==> config.mk <==
export PLATFORM = sky130hd
export DESIGN_NAME = m3ct_ctrl
export DESIGN_NICKNAME = d
export VERILOG_FILES = /design/src/m3ct_pkg.sv /design/src/m3ct_ctrl.sv
export VERILOG_INCLUDE_DIRS = /design/src /design/src/src
export SDC_FILE = /design/constraint.sdc
export NUM_CORES = 1
export LEC_CHECK = 0
export ABC_CLOCK_PERIOD_IN_PS = 1300
export BUFFER_PORTS_ARGS = -buffer_cell sky130_fd_sc_hd__buf_2
export CAP_MARGIN = 20
export CORE_MARGIN = 5
export CORE_UTILIZATION = 30
export DETAILED_ROUTE_END_ITERATION = 10
export RECOVER_POWER = 50
export SLEW_MARGIN = 20
export SYNTH_ARGS = -nofsm -noshare
export SYNTH_HDL_FRONTEND = slang
export SYNTH_SLANG_ARGS = --single-unit
==> constraint.sdc <==
create_clock -name clk -period 1.3 [get_ports clk]
set_input_delay 0.065 -clock clk [delete_from_list [all_inputs] [get_ports clk]]
set_output_delay 0.065 -clock clk [all_outputs]
set_load 0.05 [all_outputs]
==> src/matrix_3x3_compose_transform_macros.svh <==
// Assertion shorthands used by the controller RTL.
`ifndef MATRIX_3X3_COMPOSE_TRANSFORM_MACROS_SVH
`define MATRIX_3X3_COMPOSE_TRANSFORM_MACROS_SVH

// same-cycle implication
`define M3CT_ASSERT_IMP(lbl, clk, rst, ante, cons, msg) \
  lbl: assert property (@(posedge clk) disable iff (rst) (ante) |-> (cons)) else $error(msg);

// next-cycle implication
`define M3CT_ASSERT_NXT(lbl, clk, rst, ante, cons, msg) \
  lbl: assert property (@(posedge clk) disable iff (rst) (ante) |=> (cons)) else $error(msg);

`endif

==> src/m3ct_pkg.sv <==
package m3ct_pkg;

  localparam int COEF_FRAC_BITS_DEF = 28;
  localparam int DATA_WIDTH_DEF     = 32;
  localparam int VAL_W              = 32;   // coefficient / coordinate width
  localparam int MAT_N              = 3;
  localparam int ELEMS              = 9;
  localparam int IDX_W              = 2;    // row / column index width

  localparam logic [IDX_W-1:0] LAST_IDX = 2'd2;

  // opcodes
  localparam logic [1:0] OP_WR_FACTOR = 2'd0;
  localparam logic [1:0] OP_WR_ACTIVE = 2'd1;
  localparam logic [1:0] OP_COMPOSE   = 2'd2;
  localparam logic [1:0] OP_TRANSFORM = 2'd3;

  // factor matrix selects
  localparam logic [1:0] FSEL_F1 = 2'd0;
  localparam logic [1:0] FSEL_F2 = 2'd1;
  localparam logic [1:0] FSEL_F3 = 2'd2;

  // result kinds
  localparam logic KIND_POINT   = 1'b0;
  localparam logic KIND_COMPOSE = 1'b1;

  // controller -> datapath commands
  typedef struct packed {
    logic             wr;        // element write on this transaction
    logic             start;     // compose / transform accepted
    logic             issue;     // launch one dot product
    logic [IDX_W-1:0] row;
    logic [IDX_W-1:0] col;
    logic             stage;     // compose: 0 = F1*F2, 1 = P*F3
    logic             out_load;  // move result into output register
  } cmd_t;

  function automatic logic elem_ok(input logic [3:0] idx);
    return idx < 4'(ELEMS);
  endfunction

  function automatic logic [IDX_W-1:0] elem_row(input logic [3:0] idx);
    logic [IDX_W-1:0] r;
    case (idx)
      4'd3, 4'd4, 4'd5: r = 2'd1;
      4'd6, 4'd7, 4'd8: r = 2'd2;
      default:          r = 2'd0;
    endcase
    return r;
  endfunction

  function automatic logic [IDX_W-1:0] elem_col(input logic [3:0] idx);
    logic [IDX_W-1:0] c;
    case (idx)
      4'd1, 4'd4, 4'd7: c = 2'd1;
      4'd2, 4'd5, 4'd8: c = 2'd2;
      default:          c = 2'd0;
    endcase
    return c;
  endfunction

endpackage

==> src/m3ct_ctrl.sv <==
`include "matrix_3x3_compose_transform_macros.svh"

module m3ct_ctrl
  import m3ct_pkg::*;
(
  input  logic       clk,
  input  logic       rst,
  input  logic       s_tvalid,
  output logic       s_tready,
  input  logic [1:0] opcode,
  output logic       m_tvalid,
  input  logic       m_tready,
  output cmd_t       cmd
);

  localparam logic [1:0] ST_IDLE  = 2'd0;
  localparam logic [1:0] ST_RUN   = 2'd1;
  localparam logic [1:0] ST_DRAIN = 2'd2;
  localparam logic [1:0] ST_FIN   = 2'd3;

  logic [1:0]       state, state_next;
  logic [IDX_W-1:0] row, row_next;
  logic [IDX_W-1:0] col, col_next;
  logic             stage, stage_next;
  logic             is_comp;
  logic             accept;
  logic             out_free;
  logic             at_origin;

  // no transaction is taken while reset is held
  assign s_tready  = (state == ST_IDLE) && !rst;
  assign accept    = s_tvalid && s_tready;
  assign out_free  = !m_tvalid || m_tready;
  assign at_origin = (row == '0) && (col == '0) && !stage;

  always_comb begin
    cmd          = '0;
    cmd.wr       = accept && (opcode == OP_WR_FACTOR || opcode == OP_WR_ACTIVE);
    cmd.start    = accept && (opcode == OP_COMPOSE || opcode == OP_TRANSFORM);
    cmd.issue    = (state == ST_RUN);
    cmd.row      = row;
    cmd.col      = col;
    cmd.stage    = stage;
    cmd.out_load = (state == ST_FIN) && out_free;
  end

  always_comb begin
    state_next = state;
    row_next   = row;
    col_next   = col;
    stage_next = stage;
    unique case (state)
      ST_IDLE: begin
        if (cmd.start) state_next = ST_RUN;
      end
      ST_RUN: begin
        if (is_comp) begin
          if (col == LAST_IDX) begin
            col_next = '0;
            if (row == LAST_IDX) begin
              row_next = '0;
              if (stage) begin
                stage_next = 1'b0;
                state_next = ST_DRAIN;
              end else begin
                stage_next = 1'b1;
              end
            end else begin
              row_next = row + 2'd1;
            end
          end else begin
            col_next = col + 2'd1;
          end
        end else begin
          if (row == LAST_IDX) begin
            row_next   = '0;
            state_next = ST_DRAIN;
          end else begin
            row_next = row + 2'd1;
          end
        end
      end
      ST_DRAIN: begin
        state_next = ST_FIN;
      end
      ST_FIN: begin
        if (out_free) state_next = ST_IDLE;
      end
    endcase
  end

  always_ff @(posedge clk) begin
    if (rst) begin
      state    <= ST_IDLE;
      row      <= '0;
      col      <= '0;
      stage    <= 1'b0;
      is_comp  <= 1'b0;
      m_tvalid <= 1'b0;
    end else begin
      state <= state_next;
      row   <= row_next;
      col   <= col_next;
      stage <= stage_next;
      if (cmd.start) is_comp <= (opcode == OP_COMPOSE);
      if (cmd.out_load) begin
        m_tvalid <= 1'b1;
      end else if (m_tready) begin
        m_tvalid <= 1'b0;
      end
    end
  end

  `M3CT_ASSERT_IMP(a_load_free, clk, rst, cmd.out_load, !m_tvalid || m_tready, "result overwritten")
  `M3CT_ASSERT_NXT(a_start_run, clk, rst, cmd.start, state == ST_RUN && at_origin, "dirty start")
  `M3CT_ASSERT_IMP(a_xform_row, clk, rst, state == ST_RUN && !is_comp, col == '0 && !stage, "col moved")
  `M3CT_ASSERT_IMP(a_idx_range, clk, rst, state == ST_RUN, row != 2'd3 && col != 2'd3, "index overrun")

endmodule

# Yosys cells after proc, flatten, opt, wreduce, memory -nomap -nowiden
# Index checks and enable logic that the tools add are counted.
[word_totals]
mem_count = 0
mem_bits_rw = 0
romBits = 0
ff_bits = 9
latchBits = 0
output_inout_bits = 11
elab_cells = 55
[op_classes]
n_eq_ne = 15
reduce_logical = 17
n_div = 0
n_lt_le_gt_ge = 0
mul = 0
n_addsub = 2
shifts = 0
n_bitwise = 0
muxes = 15
[ops]
columns = ["operator", "n"]
rows = [
  ["$mux 2", 11],
  ["$eq 2x2->1 const B", 6],
  ["$pmux 2 s4", 1],
  ["$ne 3x2->1 const B", 2],
  ["$reduce_and 6->1", 1],
  ["$logic_and 1x1->1", 5],
  ["$add 2x1->2 const B", 2],
  ["$eq 2x1->1 const B", 2],
  ["$logic_not 2->1", 2],
  ["$ne 2x2->1 const B", 2],
  ["$ne 4x4->1 const B", 1],
  ["$reduce_and 2->1", 2],
  ["$reduce_and 4->1", 1],
  ["$logic_or 1x1->1", 3],
  ["$mux 1", 3],
  ["$ne 3x1->1 const B", 1],
  ["$logic_not 1->1", 2],
  ["$ne 2x1->1 const B", 1],
  ["$reduce_bool 2->1", 1],
]

# Logic depth before layout (Yosys ltp)
# Gate-level depths: netlist of run 1.
[depth]
word_depth = 6
depth_mapped = 6
mapped_depth_nobuf = 6

# Least setup slack after synthesis of run 1
# OpenSTA, ideal clock, no wires.
[synth_path]
kind = "register to output"
start = "reg state[0]"
end = "out cmd[8] in the netlist's numbering"
setup_slack_ns = -0.714
arrival_ns = 1.949
stages_incl_launch_ff = 5
t_required_ns = 1.235
n_path_buf = 0
path_cell_list = "dfxtp_1 inv_1 ha_1 nor2b_1 and3b_1"
[synth_rtl]
columns = ["item", "line", "text"]
rows = [
  ["from (decl)", "m3ct_ctrl.sv:21", "logic [1:0] state, state_next;"],
  ["from (signal assigned)", "m3ct_ctrl.sv:101", "state <= state_next;"],
  ["to (decl)", "m3ct_ctrl.sv:13", "output cmd_t cmd"],
]

==> results.txt, run 1 <==
The run finished, with violations left. The checks that failed: negative setup slack. The average detailed-routed wire length per instance is 10.87 µm, and the final global-route overflow total is 0.

For this block, the routed nets add up to 1120 µm of wire. The repair_antennas step left the layout with diodes totalling 0. The overall die area is 0.002658 mm², and the highest net fanout along the worst path is 3. Entering global routing, the biggest net connects 13 pins. A synthesized cell averages 8.931 µm². In the routed layout, each cell is associated on average with a via count of 4.786.

Summing all multi-input logic gate instances after layout gives 375.4 µm². The fraction of layout instances using a drive strength above 1 came out at 54.65%. The HPWL reported at the end of detailed placement came out at 861.7 µm. For the pin with the worst max-slew slack, the measured transition is 0.5990 ns.

Final-report max-slew violation count: 0. The tightest hold margin is 0.1112 ns, and the number of DRC markers after the initial detailed-route iteration is 8. The most common library cell in the layout ignoring fill and taps was sky130_fd_sc_hd__buf_4. In this run the tightest slew margin relative to its limit is 60.24%. The run gives 0 as the number of endpoints with negative hold slack in the final report. The largest stage delay on the critical path came out at 0.36 ns. The final-report setup violation count is 5. The unique cell type count in the Yosys netlist was 25; the area added between synthesis and finish was 58.94%. In the synthesized netlist the dominant register cell turns out to be sky130_fd_sc_hd__dfxtp_1. After floorplanning, the core was sized to cover 0.001689 mm². The logs give 2 for the largest buffer count on any clock path and 0.003217 ns for the final clock skew. Clock period minus worst slack: 1.372 ns. Synthesis produced a netlist with a net count of 69.

The first-pass GRT wire length came out at 1842 µm. The post-layout worst setup margin is -0.07217 ns. The tools report the element type at the critical path start as a flop. The logs give 58 for the synthesized instance count and 1.31 ns for the critical path arrival. By startpoint and endpoint, the worst setup path is classified as reg -> out. The worst endpoint required time was 1.24 ns. The class of the worst hold path is in -> reg. Setup repair after global routing could not meet its margin everywhere. During I/O placement, the number of pins put on the boundary was 17.

The maximum level of the CTS H-tree is 1. The critical path goes through inv_6 > ha_4 > nor2b_4 > and3b_2 > buf_8. The via count of the first global-routing pass is 464. Leaving out fill and tap cells, the most frequent cells in the layout are 9 x sky130_fd_sc_hd__buf_4, 6 x sky130_fd_sc_hd__buf_2, 5 x sky130_fd_sc_hd__nand2_1, 5 x sky130_fd_sc_hd__nor2_1.

The clock input transition at the sequential cells of the worst setup and hold paths is 0.06 ns, and the number of standard-cell rows in the floorplan is 15. The die extent in y works out to 51.56 µm. Port buffering added 16 buffers.

In this run, synthesis inferred 0 flip-flops with an integrated enable. The static leakage power came out at 0.3571 nW. The clock latency of the later-clocked register in the worst-skew pair was 0.26 ns.

Number of clock sinks seen by CTS: 9. The sequential cell area in the final layout came out at 196.4 µm². Power spread over the standard cell area amounts to 1502 mW/mm².

The register bit count reported by yosys is 9. The number of maximum-capacitance constraint violations came out at 0. Counting flops with an async set or reset pin after synthesis yields a share of 0%. The total CTS buffers was 3; the part of the cycle the worst path needs was 105.6%. The sequential element share of the synthesized area was 34.78%; the synthesized cell area was 518.0 µm².

Final-layout fill cell count: 166. Number of warnings printed during yosys synthesis: 0. The number of nets in the final layout is 98. Once detail routing completed, the nets flagged for antenna violations numbered 0. Routability-driven placement finished with a final weighted congestion of 0.7072. For the power consumption, the log shows 1.237 mW.

The tree is rooted in a sky130_fd_sc_hd__clkbuf_4. For this run, the total global-route usage over all layers was measured as 9.469%. The pre-antenna-repair detailed-routing pass consisted of 4 iterations. For this design, the slowest cell found on the critical path is sky130_fd_sc_hd__dfxtp_4. TritonCTS built the clock tree. The total negative slack is -0.2199 ns.

The width of the die was 51.56 µm. The worst setup path is captured at an output pin. The initial utilization of the core area, before any placement, comes to 30.67%.

For this run, design rule violations remaining after detail routing come to 0. Based on the critical path, the design can be clocked at up to 728.8 MHz. The worst-case IR drop observed on VDD is 684.8 µV.

Initial antenna violation count: 0. The vias after detailed routing came out at 493.
worst paths after layout:
kind / start / end / slack [ns] / cells past startpoint
worst max-delay path: state[1]$_SDFFE_PP0P_ / cmd[8] / -0.07 / 5
worst min-delay path: m_tready / m_tvalid$_SDFFE_PP0P_ / 0.11 / 4
worst max register to register: state[0]$_SDFFE_PP0P_ / state[0]$_SDFFE_PP0P_ / -0.04 / 5
worst min register to register: row[0]$_SDFFE_PP0P_ / row[1]$_SDFFE_PP0P_ / 0.48 / 2
stage by stage:
step | std cells | setup slack, ns | util [%] | instance area [µm²]
global placement | 94 | -0.01110 | 40.67 | 686.9
detailed placement | 94 | -0.06463 | 40.67 | 686.9
global route | 103 | -0.1829 | 48.74 | 823.3
CTS | 103 | -0.08527 | 47.33 | 799.5
floorplan | 58 | -0.1253 | - | 559.3
finish | 103 | -0.07217 | 48.74 | 823.3
registers in the layout (all words and copies together), names as in the netlist:
signal,count
col,2
is_comp,1
m_tvalid,1
row,2
stage,1
state,2
where the power goes:
group          switching [mW]  internal (mW)
combinational           0.340          0.308
clock                  0.0955          0.118
sequential             0.0490          0.327
logic make-up (layout without fill, tap and decap cells):
family	count (synthesis)	after routing	synth area share, %
compound gates	9	9	12.32
xor+xnor	1	1	1.691
fa+ha+maj	5	5	12.08
buf+inv	5	33	4.348
flops	9	9	34.78
mux	4	4	7.730
simple gates	25	25	27.05
cells in the mapped netlist (2+ instances only):
cell / instances / area share [%]
sky130_fd_sc_hd__dfxtp_1: 9 / 35
sky130_fd_sc_hd__nor2_1: 6 / 4.3
sky130_fd_sc_hd__ha_1: 5 / 12
sky130_fd_sc_hd__nand2_1: 5 / 3.6
sky130_fd_sc_hd__mux2i_1: 4 / 7.7
sky130_fd_sc_hd__nand2b_1: 4 / 4.8
sky130_fd_sc_hd__inv_1: 3 / 2.2
sky130_fd_sc_hd__nor2b_1: 3 / 3.6
sky130_fd_sc_hd__a21oi_1: 2 / 1.9
sky130_fd_sc_hd__nor3_1: 2 / 1.9
routing by layer:
layer,GRT usage [%],vias to the layer above,wire [µm]
met5,0,-,0
li1,-,255,-
met3,3.438,4,71
met1,10.42,221,494
met4,6.550,0,34
met2,15.04,13,520
final cells by class:
cell class	instances	area share, %
flip-flops and latches	9	23.86
clock buffers	4	3.191
multi-input cells	44	45.59
inverters	3	1.976
well taps	17	2.584
repair buffers	26	22.80
timing repair:
action,4_1_cts,5_1_grt
cloned,0,0
hold buffers,0,0
gates resized for setup,14,8
pin swaps,4,5
setup buffers,5,1
endpoints found under the setup margin,6,8
critical path: cells and delay by family (launching register included):
| family | cells | cell delay, ns |
|---|---|---|
| fa+ha+maj | 1 | 0.13 |
| simple gates | 2 | 0.34 |
| buf+inv | 2 | 0.21 |
| flops | 1 | 0.36 |
Note: power is estimated with default switching activity, not from simulation.
==> inputs of run 2 (changes only) <==
--- a/config.mk
+++ b/config.mk
@@ -17,3 +17,4 @@
 export SYNTH_ARGS = -nofsm -noshare
 export SYNTH_HDL_FRONTEND = slang
 export SYNTH_SLANG_ARGS = --single-unit
+export TNS_END_PERCENT = 1
==> run 2 against run 1 <==
The run still ends with negative setup slack left. Global-route usage rose by 0.82 points. Cell count grew 1.9%. Via count grew 0.61%. Worst setup slack got worse by 0.016 ns. Register-to-register slack better by 0.02 ns. Maximum frequency is 1.1% lower. Clock-buffer cell count is the same. Die area stayed put. Critical path depth unchanged. Utilization decreased by 0.44 points. Largest cell class unchanged.
==> results.txt, run 2 (same netlist as run 1, synthesis figures left out) <==
The transition time of the tightest slew-check pin came out at 0.5998 ns (+0.0007573 ns). The instance count along the most critical hold path was 3 (-1); the tightest hold margin was 0.1144 ns (+0.003167 ns). The tools report the utilization of the core after routing as 48.30% (-0.44 points). The via count of the first global-routing pass was 467 (+0.65%); the effective utilization at floorplan was 30.67% (unchanged). The final-report setup violation count was 6 (+1); the fraction of layout instances using a drive strength above 1 was 50.00% (-4.7 points).

The logs give 593 µm (+14%) for the amount of wire on met2 after detailed routing and 9 (unchanged) for the number of clock sinks seen by CTS. Weighted congestion reported at the end of routability-driven placement: 0.7379 (+4.3%). The clock input transition at the sequential cells of the worst setup and hold paths was 0.06 ns (about the same). The total routed wire length on the met1 layer came out at 513 µm (+3.8%).

The largest buffer count on any clock path came out at 2 (unchanged). Category of the worst setup path capture point: an output pin. The tools report the final global-route overflow total as 0 (unchanged). The overall die area was 0.002658 mm² (unchanged). The number of DRC markers after the initial detailed-route iteration came out at 9 (+1). The tightest min-delay check is of the in -> reg type. The number of endpoints with negative hold slack in the final report came out at 0 (unchanged). The flow ran to the end, but the final reports show violations. The cell area after placement is 696.9 µm² (+1.5%), and the final clock skew is 0.0008438 ns (-0.002373 ns).

The worst hold path terminates at is_comp$_SDFFE_PP0P_. For the number of standard-cell rows in the floorplan, the log shows 15 (unchanged). The number of cells traversed by the worst register-to-register path came out at 6 (+1). The worst setup path is launched from a flop. The number of cells in the design after placement came out at 97 (+3.2%). The part of the cycle the worst path needs is 106.7% (+1.2 points), and the final-report max-slew violation count is 0 (unchanged).

The initial antenna violation count is 0 (unchanged). The run gives 57 µm (-20%) as the sum of met3 wire segment lengths after detailed routing. The run gives 105 (+1.9%) as the non-filler instance count after layout. The power density relative to cell area works out to 1552 mW/mm² (+3.3%). In this run the most critical hold path is launched from opcode[0]. The area added between synthesis and finish is 57.49%, and the clock latency of the later-clocked register in the worst-skew pair is 0.27 ns (about the same). For the total DRC errors in the routed layout, the log shows 0 (unchanged).

The static leakage power is 0.3658 nW (+2.4%). Leaving out fill and tap cells, the most frequent cell in the layout is sky130_fd_sc_hd__buf_4. Die extent in y: 51.56 µm (unchanged).

Clock period minus worst slack: 1.388 ns (+0.01552 ns). The tree is rooted in a sky130_fd_sc_hd__clkbuf_4. The relative slew slack was 60.18% (about the same). The total negative slack came out at -0.2448 ns (-0.02487 ns). Number of antenna diodes: 0 (unchanged). Leaving out fill and tap cells, the most frequent cells in the layout are 11 x sky130_fd_sc_hd__buf_4, 6 x sky130_fd_sc_hd__nor2_1, 6 x sky130_fd_sc_hd__dfxtp_1, 6 x sky130_fd_sc_hd__buf_2, 5 x sky130_fd_sc_hd__nand2_1. The critical path arrival was 1.32 ns (about the same).

The tools report the final design instance area without fill as 815.8 µm² (-0.91%). The tools report the post-place setup slack as -0.07132 ns (-0.006687 ns). The maximum level of the CTS H-tree was 1 (unchanged). The timing-limited maximum frequency is 720.6 MHz (-1.1%). The number of nets in the final layout was 100 (+2.0%). The mean number of vias per cell was 4.724 (-1.3%). For the first-pass GRT wire length, the log shows 1925 µm (+4.5%).

The logs give 496 (+0.61%) for the vias after detailed routing and 0.001689 mm² (unchanged) for the core outline area. The run gives 876.2 µm (+1.7%) as the HPWL reported at the end of detailed placement. The largest registers in the layout are col x2, row x2, state x2.

Critical path start-end classification: reg -> out. Number of iterations in the first detailed-routing pass: 4 (unchanged). The width of the die was 51.56 µm (unchanged). The total global-route track usage was 10.29% (+0.82 points); the count of input and output buffers was 16 (unchanged).

Uppermost layer routed: met4. TritonCTS built the clock tree. For the number of nets with antenna violations after detailed routing, the log shows 0 (unchanged).

The highest net fanout along the worst path is 3 (unchanged). The number of primary I/O pins was 17 (unchanged). The checks that failed: negative setup slack.

The total length of routed wires was 1224 µm (+9.3%); the largest net degree at the start of global routing was 13 (unchanged). The tools report the post-layout worst setup margin as -0.08768 ns (-0.01552 ns). Setup repair after global routing could not meet its margin everywhere. In this run the critical register-to-register path is launched from state[1]$_SDFFE_PP0P_. The tools report the maximum vdd ir drop as 423.9 µV (-38%). The tools report the total CTS buffers as 3 (unchanged).

The logs give 1.24 ns (about the same) for the worst endpoint required time and 0 (unchanged) for the number of maximum-capacitance constraint violations. The flop-to-flop setup slack was -0.02 ns (+0.02 ns). The average detailed-routed wire length per instance was 11.66 µm (+7.2%). The tools report the reg-to-reg critical path endpoint as state[0]$_SDFFE_PP0P_. The power consumption is 1.266 mW (+2.4%).
## run 2: worst max path at each step
stage,start,end,slack [ns]
after floorplan,row[1]$_SDFFE_PP0P_,state[0]$_SDFFE_PP0P_,-0.13
after global placement,state[1]$_SDFFE_PP0P_,state[0]$_SDFFE_PP0P_,-0.07
after global routing,state[1]$_SDFFE_PP0P_,cmd[7],-0.15
after CTS,state[1]$_SDFFE_PP0P_,cmd[8],-0.09
final,state[1]$_SDFFE_PP0P_,cmd[7],-0.09
after detailed placement,state[0]$_SDFFE_PP0P_,state[0]$_SDFFE_PP0P_,-0.07
## run 2: what timing repair did
action / 4_1_cts / 5_1_grt
resized for setup: 16 / 3
setup endpoints to repair: 9 / 10
hold buffers: 0 / 0
pin swaps: 3 / 4
setup buffers: 4 / 0
## run 2: power by group
part           leakage, nW  internal, mW  switching, mW
sequential          0.0750         0.324         0.0521
clock               0.0150         0.119          0.104
combinational        0.276         0.326          0.341
## run 2: area by class of cell
cell class / count / area [µm²]
Sequential cell: 9 / 188.9
Fill cell: 179 / 873.3
Timing Repair Buffer: 28 / 200.2
Inverter: 3 / 16.27
Clock buffer: 4 / 26.28
Tap cell: 17 / 21.27
Multi-Input combinational cell: 44 / 362.8
## run 2: layer usage
| layer | global-route usage [%] | vias up |
|---|---|---|
| li1 | - | 255 |
| met1 | 9.474 | 225 |
| met2 | 18.43 | 11 |
| met3 | 2.579 | 5 |
| met4 | 9.170 | 0 |
| met5 | 0 | - |
## run 2: worst max-delay path: stages, from the launching register on
cell and delay [ns]:
sky130_fd_sc_hd__dfxtp_4 0.37, sky130_fd_sc_hd__inv_4 0.05, sky130_fd_sc_hd__ha_4 0.16, sky130_fd_sc_hd__nor2b_4 0.12, sky130_fd_sc_hd__and3_2 0.21, sky130_fd_sc_hd__buf_6 0.15
